## src/sv/sbl_pkg.sv

```systemverilog
// ----------------------------------------------------------------------------
// sbl_pkg
// Shared constants, register map, sequencer states and lane control bundle
// for the stack blur line pass.
// ----------------------------------------------------------------------------
package sbl_pkg;

  // Default largest radius the window store is sized for
  localparam int MAX_RADIUS_DEF = 32;

  // Field widths
  localparam int CHAN_W   = 8;
  localparam int LANES    = 4;
  localparam int PIX_W    = CHAN_W * LANES;
  localparam int RADIUS_W = 6;
  localparam int MULT_W   = 16;
  localparam int SHIFT_W  = 5;
  localparam int SEEN_W   = 7;
  localparam int CNT_W    = 7;   // tap counter, up to twice the radius
  localparam int WGT_W    = 7;   // tap weight, up to radius plus one
  localparam int ACC_W    = 20;  // weighted channel sum
  localparam int PROD_W   = ACC_W + MULT_W;

  localparam logic [SEEN_W-1:0] SEEN_MAX = {SEEN_W{1'b1}};

  // APB register map
  localparam int APB_ADDR_W = 4;
  localparam int APB_DATA_W = 32;
  localparam logic [1:0] REG_RADIUS = 2'd0;
  localparam logic [1:0] REG_MULT   = 2'd1;
  localparam logic [1:0] REG_SHIFT  = 2'd2;

  localparam logic [RADIUS_W-1:0] RADIUS_RST = 6'd2;
  localparam logic [MULT_W-1:0]   MULT_RST   = 16'd1;
  localparam logic [SHIFT_W-1:0]  SHIFT_RST  = 5'd0;

  typedef enum logic [2:0] {
    ST_IDLE,
    ST_SWEEP,
    ST_ACC,
    ST_SCALE,
    ST_LOAD
  } sbl_state_e;

  typedef struct packed {
    logic              acc_en;
    logic              acc_first;
    logic [WGT_W-1:0]  wgt;
    logic              scale_en;
  } sbl_lane_ctrl_t;

endpackage

```

## src/sv/sbl_lane.sv

```systemverilog
// ----------------------------------------------------------------------------
// sbl_lane
// One channel lane: weighted tap accumulation, then normalising multiply.
// ----------------------------------------------------------------------------
module sbl_lane (
  input  logic                           clk_i,
  input  logic                           rst_ni,
  input  sbl_pkg::sbl_lane_ctrl_t        ctrl_i,
  input  logic [sbl_pkg::CHAN_W-1:0]     tap_i,
  input  logic [sbl_pkg::MULT_W-1:0]     mult_i,
  input  logic [sbl_pkg::SHIFT_W-1:0]    shift_i,
  output logic [sbl_pkg::CHAN_W-1:0]     chan_o
);

  localparam int TERM_W = sbl_pkg::CHAN_W + sbl_pkg::WGT_W;

  logic [sbl_pkg::ACC_W-1:0]  acc_q, acc_d;
  logic [sbl_pkg::PROD_W-1:0] prod_q, prod_d;
  logic [TERM_W-1:0]          term;
  logic [sbl_pkg::PROD_W-1:0] shifted;

  always_comb begin
    term = TERM_W'(tap_i) * TERM_W'(ctrl_i.wgt);
    acc_d = acc_q;
    if (ctrl_i.acc_en) begin
      acc_d = (ctrl_i.acc_first ? '0 : acc_q) + sbl_pkg::ACC_W'(term);
    end
    prod_d = sbl_pkg::PROD_W'(acc_q) * sbl_pkg::PROD_W'(mult_i);
  end

  always_ff @(posedge clk_i or negedge rst_ni) begin
    if (!rst_ni) begin
      acc_q <= '0;
    end else begin
      acc_q <= acc_d;
    end
  end

  always_ff @(posedge clk_i) begin
    if (ctrl_i.scale_en) begin
      prod_q <= prod_d;
    end
  end

  assign shifted = prod_q >> shift_i;
  assign chan_o  = shifted[sbl_pkg::CHAN_W-1:0];

endmodule

```

## config.mk

```make
export PLATFORM = sky130hd
export DESIGN_NAME = sbl_lane
export DESIGN_NICKNAME = d
export VERILOG_FILES = /design/src/sv/sbl_pkg.sv /design/src/sv/sbl_lane.sv
export SDC_FILE = /design/constraint.sdc
export NUM_CORES = 1
export LEC_CHECK = 0
export ABC_AREA = 1
export BUFFER_PORTS_ARGS = -buffer_cell sky130_fd_sc_hd__buf_2
export CAP_MARGIN = 5
export CORE_ASPECT_RATIO = 1.25
export CORE_MARGIN = 2
export CORE_UTILIZATION = 30
export DETAILED_ROUTE_END_ITERATION = 12
export GPL_TIMING_DRIVEN = 1
export SYNTH_ARGS = -nofsm -noshare
export SYNTH_HDL_FRONTEND = slang
export SYNTH_SLANG_ARGS = --single-unit
```

## constraint.sdc

```tcl
create_clock -name clk_i -period 7.3 [get_ports clk_i]
set_clock_uncertainty 0.2 [all_clocks]
set_input_delay 1.825 -clock clk_i [delete_from_list [all_inputs] [get_ports clk_i]]
set_output_delay 1.825 -clock clk_i [all_outputs]
set_load 0.005 [all_outputs]
```

==> results.sh <==
export IMPL_htree_levels=2
export IMPL_port_buffers=48
export IMPL_antenna_found_initial=1
export IMPL_hold_path_class="flip-flop to flip-flop"
export IMPL_dpl_cell_count=3210
export IMPL_die_y_um=273.4
export IMPL_cts_resized=0
export IMPL_ys_top_cells_by_count="877 x nand2_1, 653 x inv_1, 292 x fa_1, 148 x ha_1, 89 x nand3_1"
export IMPL_synthAdderAreaFrac=0.4420
export IMPL_relSlewSlack=0.3642
export IMPL_firstDrtPassIters=6
export IMPL_cts_buffers=5
export IMPL_grt_max_degree=40
export IMPL_syn_nets=2977
export IMPL_worst_r2r_cell_count=18
export IMPL_synth_top_area_cell="fa_1"
export IMPL_clk_latency_ns=0.31
export IMPL_whs_ns=0.5610
export IMPL_grt_use_total=0.1521
export IMPL_critPathLaunchType="input port"
export IMPL_fp_dieArea_mm2=0.06001
export IMPL_syn2layout_area_growth_pct=6.078
export IMPL_fin_nets=2948
export IMPL_final_util=0.3226
export IMPL_yosysSeqAreaShare=0.09081
export IMPL_rsz0062_at_grt="false"
export IMPL_wl_mm=43.02
export IMPL_synthCells=2496
export IMPL_status="finished, final reports clean"
export IMPL_synth_main_ff_cell="edfxtp_1"
export IMPL_hpwl_mm=36.14
export IMPL_slew_violations=0
export IMPL_core_mm2=0.05726
export IMPL_tightest_slew_ns=0.9537
export IMPL_drt_iter0_markers=721
export IMPL_criticalPathCategory="input port to flip-flop"
export IMPL_synth_top_family_by_area="adder cells"
export IMPL_grt_first_pass_wirelength_mm=74.06
export IMPL_ios=49
export IMPL_via_per_inst=4.433
export IMPL_post_cts_buffers=0
export IMPL_cp_end_kind="flip-flop"
export IMPL_cts_tree="yes"
export IMPL_synth_xor_area_frac=0.01157
export IMPL_synthDistinctLibCells=32
export IMPL_synth_top_area_frac=0.3357
export IMPL_finalSetupViolCount=0
export IMPL_ant_nets=0
export IMPL_cp_max_fo=20
export IMPL_avgRoutedWirePerCell_um=13.37
export IMPL_clock_path_buffers=2
export IMPL_n_antenna_cell=0
export IMPL_drc_errors=0
export IMPL_synth_simple_area_share=0.2513
export IMPL_synth_mux_area_frac=0
export IMPL_min_path_cells=4
export IMPL_std_cell_rows=98
export IMPL_synth_edf_count=36
export IMPL_worstPathRequired_ns=7.16
export IMPL_fmax_ghz=0.1422
export IMPL_cap_violations=0
export IMPL_start_util=0.3041
export IMPL_final_cells=3218
export IMPL_yosys_register_bits=56
export IMPL_grt_pass1_vias=14980
export IMPL_vias=14270
export IMPL_die_x_um=219.5
export IMPL_fin_crit_ns=7.031
export IMPL_synthTopCellsByArea="fa_1 34%, nand2_1 19%, inv_1 14%, ha_1 11%, edfxtp_1 6.2%"
export IMPL_gr_total_overflow=0
export IMPL_finalCritPeriodShare=0.9631
export IMPL_cts_root_buffer="clkbuf_16"
export IMPL_drive_gt1_frac=0.03849
export IMPL_synth_area_mm2=0.01742
export IMPL_gp_congestion=0.8621
export IMPL_finalHoldViolations=0
export IMPL_clock_sinks=56
export IMPL_ys_warn_count=0
export IMPL_postCtsHoldBufs=0
export IMPL_async_flop_share=0.3571
export IMPL_synth_compound_area_frac=0.03628
export IMPL_synth_most_common_cell="nand2_1"
export IMPL_synth_avg_cell_area_um2=6.977
export IMPL_cts_clk_slew_worst_paths_ns=0.08
export IMPL_crit_arrival_ns=6.89
-- worst max-delay path, stage by stage --
cell      delay (ns)
buf_2           0.38
nand2_1         0.13
fa_1            0.49
fa_1            0.47
fa_1            0.55
inv_1           0.06
fa_1            0.49
fa_1            0.50
inv_1           0.05
fa_1            0.47
inv_1           0.04
ha_1            0.37
nand2_1         0.07
inv_1           0.09
nand3_1         0.18
nand3b_1        0.22
nand2_1         0.22
nand2_1         0.11
nand3_1         0.09
nand2_1         0.07
-- sequential cells by signal (all words and copies together), names as in the netlist --
register  count
prod_q       36
acc_q        20
-- layout by cell type (no fill, tap or decap) --
cell type and instances:
nand2_1 877, inv_1 653, fa_1 292, ha_1 148, nand3_1 89, nor2_1 75, buf_2 47, a21oi_1 45
o21ai_0 39, edfxtp_1 36, buf_4 24, dfrtp_1 20, or2_1 17, xor2_1 16, and2_1 12, o21ai_2 11
o21ai_1 10, nand3b_1 8, nand4_1 7, nor3_1 7, xnor2_1 7, clkbuf_16 6, o21bai_1 4, nand2_2 4
o21a_1 2, inv_2 2, clkinv_1 2, o22ai_1 2, clkbuf_1 2, or2_0 1, o211ai_1 1, nor4_1 1
clkbuf_4 1
-- layer usage --
| metal | vias to the layer above | routed length [um] | GRT usage | share of wire |
|---|---|---|---|---|
| li1 | 7125 | - | - | - |
| met2 | 290 | 21870 | 0.2808 | 0.51 |
| met1 | 6796 | 18540 | 0.1892 | 0.43 |
| met3 | 54 | 1772 | 0.01556 | 0.041 |
| met5 | - | 7 | 0 | 0.00016 |
| met4 | 2 | 827 | 0.03378 | 0.019 |
-- per-stage QoR --
stage,instance area [um^2],setup WS (ns),setup TNS [ns]
finish,18470,0.2692,0
global route,18470,0.01997,0
CTS,18470,0.3192,0
detailed placement,18310,-0.005106,-0.005106
global placement,18310,0.04962,0
floorplan,17420,0.4054,0
-- final cells by class --
| cell class | count | area, um^2 |
|---|---|---|
| inverters | 657 | 2466 |
| well taps | 750 | 938.4 |
| flip-flops and latches | 56 | 1582 |
| fillers | 6246 | 38790 |
| multi-input cells | 1675 | 12910 |
| repair buffers | 72 | 422.9 |
| clock buffers | 8 | 157.7 |
-- worst paths after layout --
check / startpoint / to / slack [ns]
setup reg to reg: acc_q[12] / prod_q[20] / 1.14
hold / removal: acc_q[19] / acc_q[19] / 0.56
min in group asynchronous: rst_ni / acc_q[18] / 1.25
hold reg to reg: acc_q[19] / acc_q[19] / 0.56
max in group asynchronous: rst_ni / acc_q[0] / 5.32
setup / recovery: mult_i[3] / prod_q[32] / 0.27
-- cells by family after synthesis --
logic type | count (synthesis)
AND/OR/NAND/NOR | 1098
buffers and inverters | 765
adder cells (fa/ha/maj) | 440
AO/OA/AOI/OAI | 114
flip-flops | 56
XOR/XNOR | 23
Power is left out: the tool's default activity adds up to more than one toggle a clock period on the data nets, which glitch-free logic cannot reach.
