**src/sv/sbl_pkg.sv**
```systemverilog
// ----------------------------------------------------------------------------
// sbl_pkg
// Shared constants, register map, sequencer states and lane control bundle
// for the stack blur line pass.
// ----------------------------------------------------------------------------
package sbl_pkg;

  // Default largest radius the window store is sized for
  localparam int MAX_RADIUS_DEF = 32;

  // Field widths
  localparam int CHAN_W   = 8;
  localparam int LANES    = 4;
  localparam int PIX_W    = CHAN_W * LANES;
  localparam int RADIUS_W = 6;
  localparam int MULT_W   = 16;
  localparam int SHIFT_W  = 5;
  localparam int SEEN_W   = 7;
  localparam int CNT_W    = 7;   // tap counter, up to twice the radius
  localparam int WGT_W    = 7;   // tap weight, up to radius plus one
  localparam int ACC_W    = 20;  // weighted channel sum
  localparam int PROD_W   = ACC_W + MULT_W;

  localparam logic [SEEN_W-1:0] SEEN_MAX = {SEEN_W{1'b1}};

  // APB register map
  localparam int APB_ADDR_W = 4;
  localparam int APB_DATA_W = 32;
  localparam logic [1:0] REG_RADIUS = 2'd0;
  localparam logic [1:0] REG_MULT   = 2'd1;
  localparam logic [1:0] REG_SHIFT  = 2'd2;

  localparam logic [RADIUS_W-1:0] RADIUS_RST = 6'd2;
  localparam logic [MULT_W-1:0]   MULT_RST   = 16'd1;
  localparam logic [SHIFT_W-1:0]  SHIFT_RST  = 5'd0;

  typedef enum logic [2:0] {
    ST_IDLE,
    ST_SWEEP,
    ST_ACC,
    ST_SCALE,
    ST_LOAD
  } sbl_state_e;

  typedef struct packed {
    logic              acc_en;
    logic              acc_first;
    logic [WGT_W-1:0]  wgt;
    logic              scale_en;
  } sbl_lane_ctrl_t;

endpackage

```
**src/sv/sbl_window.sv**
```systemverilog
// ----------------------------------------------------------------------------
// sbl_window
// Circular pixel window: one write port, one registered read port addressed
// by the newest slot and a distance back from it.
// ----------------------------------------------------------------------------
module sbl_window #(
  parameter int MAX_RADIUS = sbl_pkg::MAX_RADIUS_DEF
) (
  input  logic                                  clk_i,
  input  logic                                  wr_en_i,
  input  logic [$clog2(2*MAX_RADIUS+1)-1:0]     wr_addr_i,
  input  logic [sbl_pkg::PIX_W-1:0]             wr_data_i,
  input  logic [$clog2(2*MAX_RADIUS+1)-1:0]     slot_i,
  input  logic [sbl_pkg::CNT_W-1:0]             back_i,
  output logic [sbl_pkg::PIX_W-1:0]             rd_data_o
);

  localparam int DEPTH = 2 * MAX_RADIUS + 1;
  localparam int IDX_W = $clog2(DEPTH);
  localparam int SUM_W = sbl_pkg::CNT_W + 1;

  logic [sbl_pkg::PIX_W-1:0] mem [DEPTH];
  logic [SUM_W-1:0]          raw;
  logic [SUM_W-1:0]          wrapped;
  logic [IDX_W-1:0]          rd_addr;

  // slot - back modulo DEPTH; back never exceeds DEPTH - 1
  always_comb begin
    raw = SUM_W'(slot_i) + SUM_W'(DEPTH) - SUM_W'(back_i);
    if (raw >= SUM_W'(DEPTH)) begin
      wrapped = raw - SUM_W'(DEPTH);
    end else begin
      wrapped = raw;
    end
    rd_addr = wrapped[IDX_W-1:0];
  end

  always_ff @(posedge clk_i) begin
    if (wr_en_i) begin
      mem[wr_addr_i] <= wr_data_i;
    end
    rd_data_o <= mem[rd_addr];
  end

endmodule

```
**config.mk**
```make
export PLATFORM = sky130hd
export DESIGN_NAME = sbl_window
export DESIGN_NICKNAME = d
export VERILOG_FILES = /design/src/sv/sbl_pkg.sv /design/src/sv/sbl_window.sv
export SDC_FILE = /design/constraint.sdc
export NUM_CORES = 2
export LEC_CHECK = 0
export BUFFER_PORTS_ARGS = -buffer_cell sky130_fd_sc_hd__buf_2
export CAP_MARGIN = 5
export CORE_MARGIN = 1.5
export CORE_UTILIZATION = 54
export CTS_BUF_LIST = sky130_fd_sc_hd__clkbuf_16
export CTS_CLUSTER_DIAMETER = 50
export DETAILED_ROUTE_END_ITERATION = 6
export HOLD_SLACK_MARGIN = 0.1
export PLACE_DENSITY = 0.7
export SYNTH_ARGS = -nofsm -noshare
export SYNTH_HDL_FRONTEND = slang
export SYNTH_SLANG_ARGS = --single-unit
```
**constraint.sdc**
```tcl
create_clock -name clk_i -period 9.5 [get_ports clk_i]
set_input_delay 0.95 -clock clk_i [delete_from_list [all_inputs] [get_ports clk_i]]
set_output_delay 0.95 -clock clk_i [all_outputs]
set_load 0.03 [all_outputs]
```
==> results.sh <==
export IMPL_first_pass_iters=7
export IMPL_drt_initial_drc_count=9745
export IMPL_syn_num_nets=5420
export IMPL_worstMarginPinSlew_ns=1.55
export IMPL_clock_sinks=2112
export IMPL_grt_pass1_wl_um=367000
export IMPL_gp_congestion=0.945
export IMPL_min_path_type="register to register"
export IMPL_initial_core_util=0.545
export IMPL_clock_path_buffers=3
export IMPL_core_area_um2=150000
export IMPL_vias_per_cell=6.89
export IMPL_yosysSeqAreaShare=0.772
export IMPL_cp_max_fo=42
export IMPL_synth_common_cells="2080 x edfxtp_1, 663 x nand2_1, 424 x o22ai_1, 212 x nand3_1, 198 x nor2_1"
export IMPL_peakVddDrop_uv=369
export IMPL_finalCritPeriodShare=0.728
export IMPL_slew_violations=16
export IMPL_cts_repair_resized=0
export IMPL_synthTopCellsByArea="edfxtp_1 76%, o22ai_1 3.2%, nand2_1 3.0%"
export IMPL_yosysMostFrequentCell="edfxtp_1"
export IMPL_outcome="finished with violations"
export IMPL_worstSetupEndpointType="register"
export IMPL_maxSlewHeadroom=-0.0412
export IMPL_vias=53000
export IMPL_clock_latency_ns=0.85
export IMPL_violations="design-rule violations, max-capacitance violations, max-slew violations"
export IMPL_timing_worst_setup_path_type="input port to register"
export IMPL_grt_pass1_vias=49400
export IMPL_synth_ff_type="edfxtp_1"
export IMPL_drive_above_1_share=0.120
export IMPL_cts_clk_slew_worst_paths_ns=0.06
export IMPL_holdWs_ns=0.482
export IMPL_grt_use_total=0.342
export IMPL_worstPathRequired_ns=10.13
export IMPL_die_x_um=392
export IMPL_async_reset_ff_frac=0
export IMPL_synth_edf_count=2080
export IMPL_period_minus_slack_ns=6.91
export IMPL_rr_startpoint="mem[33][21]$_DFFE_PP_"
export IMPL_pre_cts_ws_ns=2.02
export IMPL_stdcell_area_um2=91700
export IMPL_boundaryPins=87
export IMPL_postRouteAntennaNets=0
export IMPL_dp_cells=7281
export IMPL_dp_hpwl_um=141000
export IMPL_hold_start="mem[64][13]$_DFFE_PP_"
export IMPL_setup_worst_path_start_class="input port"
export IMPL_ctsHoldBuffers=0
export IMPL_drv_cap=2
export IMPL_syn_inst=5349
export IMPL_layoutNonFillerInstCount=7686
export IMPL_max_clock_freq_mhz=145
export IMPL_synth_avg_cell_area_um2=15.3
export IMPL_drc=7
export IMPL_skew_ns=0.0272
export IMPL_cp_startpoint="slot_i[1]"
export IMPL_synth_top_cell_area_share=0.764
export IMPL_grt_overflow_total=0
export IMPL_setup_tns_ns=0
export IMPL_finalSetupViolCount=0
export IMPL_p_leak_nw=29.7
export IMPL_synth_area_um2=81700
export IMPL_synthToLayoutAreaGrowth_pct=12.2
export IMPL_arrival_ns=7.54
export IMPL_synth_top_cell_by_area="edfxtp_1"
export IMPL_die_h_um=392
export IMPL_timing_final_ws_setup_ns=2.59
export IMPL_drt_total_wl_um=263000
export IMPL_final_nets=5537
export IMPL_row_count=142
export IMPL_cts_tree="done"
export IMPL_cts_root_buf="clkbuf_16"
export IMPL_postPlaceCellArea_um2=85200
export IMPL_p_total_mw=24.3
export IMPL_die_area_um2=154000
export IMPL_yosysWarningCount=0
export IMPL_antenna_found_initial=25
export IMPL_post_drt_wl_per_cell_um=34.3
export IMPL_synth_seq_cells=2112
export IMPL_cts_made_buffers=199
export IMPL_fin_util=0.611
export IMPL_num_fill_cells=10600
export IMPL_htreeDepth=4
export IMPL_powerDensity_nw_per_um2=265
export IMPL_postCtsSetupRepairBufs=0
export IMPL_port_buffers=86
export IMPL_hold_viol_final=0
export IMPL_synthDistinctLibCells=89
export IMPL_rsz0062_at_grt="false"
export IMPL_grt_max_degree=145
==> worst max-delay path, stage by stage <==
cell and delay, ns:
buf_2 0.08, inv_1 0.03, ha_1 0.27, inv_1 0.12
ha_2 0.29, buf_4 0.34, inv_1 0.27, ha_1 0.24
and3_1 0.24, o21a_1 0.27, a31oi_4 0.20, o21ai_1 0.33
nand2_2 0.66, buf_4 0.51, nand2_1 0.71, nor3_1 0.13
or4_1 0.50, o41ai_1 1.07, nand4b_1 0.31
==> report_power, final <==
part	switching, mW	internal (mW)	total [mW]
clock network	3.42	4.38	7.80
logic	4.42	1.61	6.03
registers	0.155	10.3	10.5
total	8.00	16.3	24.3
==> cell type report <==
type                            instances  area, um^2  area share
Sequential cell                      2112       63100       0.688
Multi-Input combinational cell       2874       17700       0.193
Clock buffer                          208        5200      0.0568
Tap cell                             2016        2520      0.0275
Timing Repair Buffer                  263        1880      0.0205
Clock inverter                        162        1180      0.0129
Antenna cell                           35        87.6    0.000955
Inverter                               16        60.1    0.000655
==> cells by family after synthesis <==
family,after synthesis,synth area share
mux,222,0.0302
buf+inv,363,0.0199
xor+xnor,5,0.000628
simple gates,1424,0.0773
flops,2112,0.772
compound gates,1207,0.0976
fa+ha+maj,16,0.00254
==> routing by layer <==
metal	share of wire	GRT usage
met1	0.35	0.471
met2	0.44	0.500
met3	0.15	0.0969
met4	0.055	0.173
met5	0.00039	0
==> state kept, by name (all words and copies together) (netlist names) <==
register,cells
mem,2080
rd_data_o,32
==> cells in the final DEF, fill, tap and decap left out, types with 35 or more instances in the layout <==
| cell type | instances |
|---|---|
| edfxtp_1 | 2080 |
| nand2_1 | 657 |
| o22ai_1 | 424 |
| nand3_1 | 211 |
| clkbuf_16 | 208 |
| mux2i_1 | 196 |
| o21ai_0 | 178 |
| a21oi_1 | 169 |
| nor3_1 | 167 |
| buf_4 | 167 |
| nor2_1 | 131 |
| buf_2 | 86 |
| a31oi_1 | 68 |
| inv_1 | 66 |
| nor2_4 | 63 |
| o221ai_1 | 52 |
| clkinv_1 | 49 |
| a221oi_1 | 46 |
| a22oi_1 | 44 |
| diode_2 | 35 |
| nand4_1 | 35 |
| nor4_1 | 35 |
| a32oi_1 | 35 |
==> worst paths after layout <==
check | end | slack [ns] | cells after the start
setup / recovery | rd_data_o[21]$_DFF_P_ | 2.59 | 19
hold / removal | rd_data_o[13]$_DFF_P_ | 0.48 | 2
setup reg to reg | rd_data_o[21]$_DFF_P_ | 6.53 | 7
hold reg to reg | rd_data_o[13]$_DFF_P_ | 0.48 | 2
(Power assumes the default switching activity.)
