### src/sv/sbl_pkg.sv
// ----------------------------------------------------------------------------
// sbl_pkg
// Shared constants, register map, sequencer states and lane control bundle
// for the stack blur line pass.
// ----------------------------------------------------------------------------
package sbl_pkg;

  // Default largest radius the window store is sized for
  localparam int MAX_RADIUS_DEF = 32;

  // Field widths
  localparam int CHAN_W   = 8;
  localparam int LANES    = 4;
  localparam int PIX_W    = CHAN_W * LANES;
  localparam int RADIUS_W = 6;
  localparam int MULT_W   = 16;
  localparam int SHIFT_W  = 5;
  localparam int SEEN_W   = 7;
  localparam int CNT_W    = 7;   // tap counter, up to twice the radius
  localparam int WGT_W    = 7;   // tap weight, up to radius plus one
  localparam int ACC_W    = 20;  // weighted channel sum
  localparam int PROD_W   = ACC_W + MULT_W;

  localparam logic [SEEN_W-1:0] SEEN_MAX = {SEEN_W{1'b1}};

  // APB register map
  localparam int APB_ADDR_W = 4;
  localparam int APB_DATA_W = 32;
  localparam logic [1:0] REG_RADIUS = 2'd0;
  localparam logic [1:0] REG_MULT   = 2'd1;
  localparam logic [1:0] REG_SHIFT  = 2'd2;

  localparam logic [RADIUS_W-1:0] RADIUS_RST = 6'd2;
  localparam logic [MULT_W-1:0]   MULT_RST   = 16'd1;
  localparam logic [SHIFT_W-1:0]  SHIFT_RST  = 5'd0;

  typedef enum logic [2:0] {
    ST_IDLE,
    ST_SWEEP,
    ST_ACC,
    ST_SCALE,
    ST_LOAD
  } sbl_state_e;

  typedef struct packed {
    logic              acc_en;
    logic              acc_first;
    logic [WGT_W-1:0]  wgt;
    logic              scale_en;
  } sbl_lane_ctrl_t;

endpackage

### src/sv/sbl_merge.sv
// ----------------------------------------------------------------------------
// sbl_merge
// Gather the four lane results into one output beat and hold it until taken.
// ----------------------------------------------------------------------------
module sbl_merge (
  input  logic                                          clk_i,
  input  logic                                          rst_ni,
  input  logic                                          load_i,
  input  logic [sbl_pkg::LANES-1:0][sbl_pkg::CHAN_W-1:0] chan_i,
  input  logic                                          line_end_i,
  input  logic                                          out_stall_i,
  output logic                                          free_o,
  output logic                                          out_valid_o,
  output logic [sbl_pkg::LANES-1:0][sbl_pkg::CHAN_W-1:0] chan_o,
  output logic                                          line_end_o
);

  logic vld_q, vld_d;

  assign free_o = !vld_q || !out_stall_i;

  always_comb begin
    vld_d = vld_q && out_stall_i;
    if (load_i) begin
      vld_d = 1'b1;
    end
  end

  always_ff @(posedge clk_i or negedge rst_ni) begin
    if (!rst_ni) begin
      vld_q <= 1'b0;
    end else begin
      vld_q <= vld_d;
    end
  end

  always_ff @(posedge clk_i) begin
    if (load_i) begin
      chan_o     <= chan_i;
      line_end_o <= line_end_i;
    end
  end

  assign out_valid_o = vld_q;

endmodule

### config.mk
export PLATFORM = sky130hd
export DESIGN_NAME = sbl_merge
export DESIGN_NICKNAME = d
export VERILOG_FILES = /design/src/sv/sbl_pkg.sv /design/src/sv/sbl_merge.sv
export SDC_FILE = /design/constraint.sdc
export NUM_CORES = 1
export LEC_CHECK = 0
export ABC_AREA = 0
export BUFFER_PORTS_ARGS = -buffer_cell sky130_fd_sc_hd__buf_4
export CAP_MARGIN = 30
export CORE_UTILIZATION = 39
export CTS_CLUSTER_SIZE = 30
export DETAILED_ROUTE_END_ITERATION = 6
export GPL_ROUTABILITY_DRIVEN = 0
export PLACE_DENSITY = 0.75
export SYNTH_ARGS = -nofsm -noshare
export SYNTH_HDL_FRONTEND = slang
export SYNTH_SLANG_ARGS = --single-unit
### constraint.sdc
create_clock -name clk_i -period 0.9 [get_ports clk_i]
set_clock_uncertainty 0.1 [all_clocks]
set_input_delay 0.135 -clock clk_i [delete_from_list [all_inputs] [get_ports clk_i]]
set_output_delay 0.135 -clock clk_i [all_outputs]
set_load 0.02 [all_outputs]
==> out/qor.csv, run 1 <==
metric,value,unit
run_status,"complete, but fails checks",
violations_in_the_final_reports,setup timing,
via_per_inst,4.45,
grt_first_pass_wirelength,4170,um
final_nets,187,
pwr_density_cell,1640,mW/mm^2
syn-cell-area,0.00103,sq mm
initial_drt_markers,26,
chipHeight,53.3,um
final_std_cell_area_no_fill,0.00214,sq mm
timing_max_transition_violations_final,0,
cts.htree.levels,2,
netlist.top_cell.by_area,edfxtp_1,
post_dp_cell_area,0.00160,sq mm
power.total,3510,uW
clock_power_share,24.4,%
remaining_global_route_overflow,0,
area.growth.synth_to_final,109,%
cap_viol_max_count,0,
die-area,0.00284,sq mm
rsz0062_at_grt,yes,
count_of_flip_flops_with_a_built_in_enable_after_synthesis,33,
synthArstFlopShare,2.94,%
finalSetupViolations,35,
worst_path_max_delay_cell,dfrtp_1,
count_of_vias_placed_by_the_detailed_router,805,
critical-path-max-stage-delay,0.40,ns
power.net_switching,828,uW
ctsLongestPathBuffers,2,
core_area,0.00248,sq mm
hold_class,in2async,
start_kind,flop,
number_of_library_cell_types_mapped_by_synthesis,4,
setup_ws,-0.273,ns
synth-seq-cells,34,
worstPathArrival,0.94,ns
placementRows,18,
yosysTopAreaCellShare,96.5,%
remaining_design_rule_violation_count,0,
yosysMostFrequentCell,edfxtp_1,
synth_top_cells_by_area,"edfxtp_1 96%, dfrtp_1 2.4%, a21o_1 0.73%",
timing.critical_path.to_type,output pin,
synth_cells,36,
synth_flop_cell,edfxtp_1,
antenna_violations_before_repair,0,
path_max_fanout,3,
floorplan.die.width,53.3,um
worstSetupPathType,reg2out,
cts-buffers-inserted,5,
post_drt_wl_per_cell,17.1,um
synth.top_cells.by_count,"33 x edfxtp_1, 1 x a21o_1, 1 x dfrtp_1, 1 x nand2_1",
cts_sinks,34,
floorplan.initialDensity,41.5,%
grt_max_degree,35,
clk-insertion-delay-late,0.32,ns
power.share.switching,23.6,%
cts_tree,built,
ys_warn_count,0,
number_of_global_route_vias_before_repair,805,
peakVddDrop,2070,uV
seq_power_share,55.3,%
post_route_cells_drive_above_1_share,51.7,%
relSlewSlack,71.8,%
finalWorstPathRequiredPeriod,1.17,ns
worstPathCellList,nand2_1 -> buf_6,
comb_power_share,20.3,%
clkTransAtPathRegs,0.09,ns
placement.io_buffers,71,
dr.pass1.iters,4,
worstMarginPinSlew,0.423,ns
overall_routed_net_length,3090,um
static_leakage,0.000909,uW
hold_violations,0,
num_antenna_cells,0,
timing.final.crit_share,130,%
aggregate_negative_setup_slack,-7.29,ns
boundaryPins,72,
gr_util_all_layers,23.6,%
intPower,2680,uW
synthesis.area_per_instance,28.5,sq um
mappedNetlistNets,73,
timing.fmax,853,MHz
worst-endpoint-required,0.66,ns
ctsRootBufferMaster,clkbuf_4,
drtAntennaViolNets,0,
synth.yosys.seq_area_share,98.9,%
## through the flow
step	setup slack [ns]	utilization [%]	hold slack, ns	cells
2_1_floorplan	0.0241	-	-0.261	36
3_3_place_gp	-0.0409	64.5	-0.189	137
3_5_place_dp	-0.0671	64.5	-0.189	137
4_1_cts	-0.248	85.9	-0.0833	180
5_1_grt	-0.312	86.5	0.0353	181
6_report	-0.273	86.5	0.0528	181
## cells in the final DEF, fill, tap and decap left out, drive strengths merged
cell type / instances
edfxtp: 33
a21o: 1
clkbuf: 8
dfrtp: 1
buf: 72
dlygate4sd3: 35
nand2: 1
## power groups by stage
stage,combinational (uW),sequential (uW),clock (uW)
after CTS,692,1930,867
after global routing,748,1950,937
after global placement,492,1940,0
after detailed placement,500,1950,0
after floorplan,7.74,2110,0
final,713,1940,856
## sequential cells by signal, summed over array words and instances (netlist names)
register and flops:
chan_o 32, line_end_o 1, out_valid_o 1
## critical path, delay by kind of cell (launching register included)
family	cells	cell delay [ns]
buf+inv	1	0.12
simple gates	1	0.09
flops	1	0.40
## worst paths after layout
check / start / end / slack [ns] / depth (start not counted)
setup / recovery: out_valid_o / free_o / -0.27 / 2
max in group asynchronous: rst_ni / out_valid_o / 0.57 / 2
hold reg to reg: out_valid_o / out_valid_o / 0.51 / 2
min in group clk_i: load_i / chan_o[20] / 0.17 / 1
setup reg to reg: out_valid_o / out_valid_o / 0.02 / 2
hold / removal: rst_ni / out_valid_o / 0.05 / 2
## layout make-up
cell class | instances | area [sq um]
repair buffers | 107 | 1020
flip-flops and latches | 34 | 1020
multi-input cells | 2 | 11.3
clock buffers | 8 | 58.8
well taps | 30 | 37.5
fillers | 98 | 335
## what timing repair did
action                     in CTS  in global routing
buffers inserted                1                  0
hold buffers                   34                  1
cloned                          0                  0
setup endpoints to repair      35                 36
gates resized for setup        33                  1
hold endpoints to repair       35                  1
pin swaps                       1                  1
## cell families after synthesis
group            synth area share (%)
flip-flops                       98.9
AND/OR/NAND/NOR                 0.365
AO/OA/AOI/OAI                   0.731
## metal layers
layer  wire (um)  track usage, %
met1        1080            23.5
met2        1610            40.4
met3         304            8.33
met4          99            16.2
met5           0               0
Power figures use the tool's default switching activity.
==> inputs of run 2 (changes only) <==
PLACE_DENSITY = 0.79   (was 0.75)
==> run 2 against run 1 <==
Net effect: the flow still finishes with violations (setup timing); non-clock buffer count stayed put; register-to-register slack better by 0.09 ns; sequential power barely moved; global-route usage is 1.5 points higher; maximum frequency grew 0.49%; final cell count did not move; routed wire length grew 3.2%; die area is the same; flip-flop and latch count unchanged; critical endpoint is now chan_o[7].
==> out/qor.csv, run 2 (synthesis results as in run 1) <==
metric,value,unit
worstSetupPathType,reg2out,
floorplan.die.width,53.3,um
aggregate_negative_setup_slack,-8.34,ns
worstMarginPinSlew,0.404,ns
grt_first_pass_wirelength,4280,um
rsz0062_at_grt,yes,
antenna_violations_before_repair,0,
worst-endpoint-required,0.66,ns
timing_max_transition_violations_final,0,
count_of_vias_placed_by_the_detailed_router,815,
timing.final.crit_share,130,%
regToRegStartpoint,out_valid_o,
number_of_global_route_vias_before_repair,805,
finalWorstPathRequiredPeriod,1.17,ns
clk-insertion-delay-late,0.33,ns
initial_drt_markers,10,
floorplan.initialDensity,41.5,%
overall_routed_net_length,3190,um
static_leakage,0.000905,uW
gr_util_all_layers,25.1,%
timing.critical_path.from,chan_o[7],
violations_in_the_final_reports,setup timing,
critical-path-max-stage-delay,0.44,ns
fill_cells,103,
clkTransAtPathRegs,0.11,ns
core_area,0.00248,sq mm
startpoint_of_the_tightest_hold_check_path,load_i,
hold_violations,0,
dpl_worst_slack,-0.0522,ns
run_status,"complete, but fails checks",
placementRows,18,
dr.pass1.iters,4,
post_route_cells_drive_above_1_share,51.0,%
peakVddDrop,1430,uV
worstPathCellList,buf_6,
grt_max_degree,35,
timing.critical_path.to_type,output pin,
post_drt_wl_per_cell,17.6,um
max_flop_register,chan_o,
cts-buffers-inserted,5,
boundaryPins,72,
commonest_non_fill_non_tap_cell_in_the_layout,buf_4,
number_of_flip_flops_in_the_largest_register,32,
area.growth.synth_to_final,108,%
cts.htree.levels,2,
worst_path_max_delay_cell,edfxtp_1,
worstPathArrival,0.93,ns
timing.fmax,857,MHz
combined_area_of_the_multi_input_logic_cells,11.3,sq um
start_kind,flop,
cap_viol_max_count,0,
ctsLongestPathBuffers,2,
final_cell_mix,"37 x buf_4, 36 x dlygate4sd3_1, 34 x buf_6",
num_antenna_cells,0,
relSlewSlack,73.0,%
pwr_density_cell,1630,mW/mm^2
remaining_global_route_overflow,0,
crit_family,flip-flops,
layout.area.seq,0.00102,sq mm
via_per_inst,4.50,
timing.critical_path.buf_inv,1,
die-area,0.00284,sq mm
finalSetupViolations,35,
hold_class,in2reg,
post_cts.repair.setup_buffers,0,
drtAntennaViolNets,0,
ctsRootBufferMaster,clkbuf_4,
placement.io_buffers,71,
final_nets,187,
chipHeight,53.3,um
path_max_fanout,1,
setup_ws,-0.267,ns
remaining_design_rule_violation_count,0,
cts_tree,built,
cts_sinks,34,
[run 2: cell count changes in the layout (fill, tap and decap cells not counted)]
cell	change
buf_4	-1
dlygate4sd3_1	+1
clkbuf_8	-1
clkbuf_1	-1
clkinv_1	+1
clkinv_2	+1
[run 2: metal layers]
metal	vias up	track usage (%)	routed length, um
met5	-	0	0
met4	0	18.0	128
met1	372	29.0	1240
li1	372	-	-
met2	57	36.9	1510
met3	14	10.6	316
[run 2: area by class of cell]
class / instances / share of cell area, %
multi-input combinational: 2 / 0.527
sequential: 34 / 47.6
timing repair buffer: 107 / 47.8
clock buffer: 6 / 1.93
tap: 30 / 1.76
clock inverter: 2 / 0.410
[run 2: path summary, 6_finish.rpt]
kind	endpoint	slack, ns	cells past startpoint
worst max-delay path	chan_o[7]	-0.27	1
worst min-delay path	chan_o[18]	0.13	1
worst max register to register	out_valid_o	0.11	1
worst min register to register	out_valid_o	0.43	1
max in group asynchronous	out_valid_o	0.08	3
min in group asynchronous	out_valid_o	0.55	3
[run 2: metrics by stage]
step,util (%),instance area (sq um),hold slack (ns),instances,total power [uW]
5_1_grt,86.2,2140,0.129,181,3620
4_1_cts,85.4,2110,0.00271,180,3410
3_5_place_dp,64.5,1600,-0.188,137,2450
3_3_place_gp,64.5,1600,-0.190,137,2430
6_report,86.2,2140,0.134,181,3480
2_1_floorplan,-,1030,-0.261,36,2110
[run 2: power breakdown]
group,leakage (uW),internal (uW),total [uW],switching [uW]
logic,0.000542,420,712,293
registers,0.000334,1880,1950,70.2
clock network,0.0000297,293,824,531
[run 2: what timing repair did]
action,4_1_cts,5_1_grt
gates cloned,0,0
hold endpoints to repair,35,1
resized for setup,31,3
pin swaps,1,0
endpoints found under the setup margin,35,35
hold buffers,35,1
==> inputs of run 3 (changes only) <==
PLACE_DENSITY = 0.76   (was 0.79)
REMOVE_ABC_BUFFERS = 1   (was default)
==> run 3 against run 2 <==
Net effect: the flow still finishes with violations (setup timing); sequential power about the same; sequential share of layout area unchanged; critical path depth up 1; maximum frequency up 0.86%; worst setup slack better by 0.010 ns; register-to-register slack about the same; combinational power about the same; global-route usage down 2.0 points; design area unchanged; die area unchanged; largest power group unchanged.
==> out/qor.csv, run 3 (synthesis results as in run 1) <==
metric,value,unit
worstMarginPinSlew,0.423,ns
count_of_vias_placed_by_the_detailed_router,801,
timing.critical_path.to_type,output pin,
placementRows,18,
final_cell_mix,"37 x buf_4, 36 x dlygate4sd3_1, 34 x buf_6",
remaining_design_rule_violation_count,0,
hold_class,in2reg,
chipHeight,53.3,um
initial_drt_markers,21,
core_area,0.00248,sq mm
max_flop_register,chan_o,
commonest_non_fill_non_tap_cell_in_the_layout,buf_4,
static_leakage,0.000905,uW
intPower,2590,uW
power.share.switching,24.7,%
peakVddDrop,1450,uV
cts-buffers-inserted,5,
power.net_switching,849,uW
crit_family,flip-flops,
post_dp_cell_area,0.00160,sq mm
dp.cells,137,
timing.critical_path.buf_inv,1,
gr_util_all_layers,23.1,%
grt_first_pass_wirelength,4010,um
die-area,0.00284,sq mm
worst-endpoint-required,0.66,ns
path_max_fanout,3,
placement.io_buffers,71,
pwr_density_cell,1610,mW/mm^2
floorplan.die.width,53.3,um
boundaryPins,72,
seq_power_share,56.5,%
cts_tree,built,
relSlewSlack,71.8,%
worstPathCellList,nand2_1 -> buf_6,
final_nets,187,
antenna_violations_before_repair,0,
start_kind,flop,
finalSetupViolations,35,
cts.htree.levels,2,
grt_max_degree,35,
clk-insertion-delay-late,0.32,ns
clkTransAtPathRegs,0.10,ns
final-instance-count-excl-fill,181,
via_per_inst,4.43,
worst_path_max_delay_cell,dfrtp_1,
remaining_global_route_overflow,0,
final_std_cell_area_no_fill,0.00214,sq mm
hold_violations,0,
overall_routed_net_length,3020,um
post_drt_wl_per_cell,16.7,um
number_of_global_route_vias_before_repair,776,
worstSetupPathType,reg2out,
post_route_cells_drive_above_1_share,51.0,%
ctsRootBufferMaster,clkbuf_4,
floorplan.initialDensity,41.5,%
cts_sinks,34,
cap_viol_max_count,0,
number_of_flip_flops_in_the_largest_register,32,
setup_ws,-0.257,ns
dpl_worst_slack,-0.0602,ns
area.growth.synth_to_final,108,%
violations_in_the_final_reports,setup timing,
num_antenna_cells,0,
timing_max_transition_violations_final,0,
finalWorstPathRequiredPeriod,1.16,ns
rsz0062_at_grt,yes,
critical-path-max-stage-delay,0.41,ns
ctsLongestPathBuffers,2,
timing.fmax,864,MHz
comb_power_share,20.7,%
clock_power_share,22.8,%
drtAntennaViolNets,0,
run_status,"complete, but fails checks",
fill_cells,102,
worstPathArrival,0.92,ns
timing.final.crit_share,129,%
dr.pass1.iters,4,
## run 3: final timing paths
check | start | to | slack [ns] | cells after the start
setup / recovery | out_valid_o | free_o | -0.26 | 2
hold / removal | load_i | chan_o[7] | 0.16 | 1
setup reg to reg | out_valid_o | out_valid_o | 0.12 | 1
hold reg to reg | out_valid_o | out_valid_o | 0.42 | 1
max in group asynchronous | rst_ni | out_valid_o | 0.05 | 3
min in group asynchronous | rst_ni | out_valid_o | 0.55 | 3
## run 3: metrics by stage
stage | TNS, ns | util (%) | total power (uW) | hold WS, ns
after detailed placement | -1.94 | 64.5 | 2450 | -0.188
after global placement | -1.33 | 64.5 | 2430 | -0.190
after floorplan | 0 | - | 2110 | -0.261
after global routing | -9.08 | 86.2 | 3580 | 0.156
final | -7.56 | 86.2 | 3440 | 0.163
after CTS | -7.87 | 85.9 | 3420 | 0.148
## run 3: power groups by stage
stage          sequential (uW)  clock [uW]  combinational (uW)
3_3_place_gp              1940           0                 493
5_1_grt                   1950         880                 744
2_1_floorplan             2110           0                7.74
4_1_cts                   1930         789                 695
3_5_place_dp              1950           0                 502
6_report                  1940         785                 712
## run 3: repair_timing
item,4_1_cts,5_1_grt
cloned,0,0
endpoints found under the hold margin,35,0
setup buffers,0,0
gates resized for setup,32,2
hold buffers,36,0
setup endpoints to repair,35,35
pin swaps,1,0
## run 3: area by class of cell
cell class,count,area (sq um),share of cell area (%)
multi-input combinational,2,11.3,0.527
clock buffer,6,41.3,1.93
clock inverter,2,8.76,0.410
sequential,34,1020,47.6
tap,30,37.5,1.76
timing repair buffer,107,1020,47.8
## run 3: routing by layer
metal / wire length (um) / global-route usage [%]
met2: 1500 / 37.1
met3: 280 / 7.76
met4: 65 / 13.6
met5: 0 / 0
met1: 1170 / 26.5
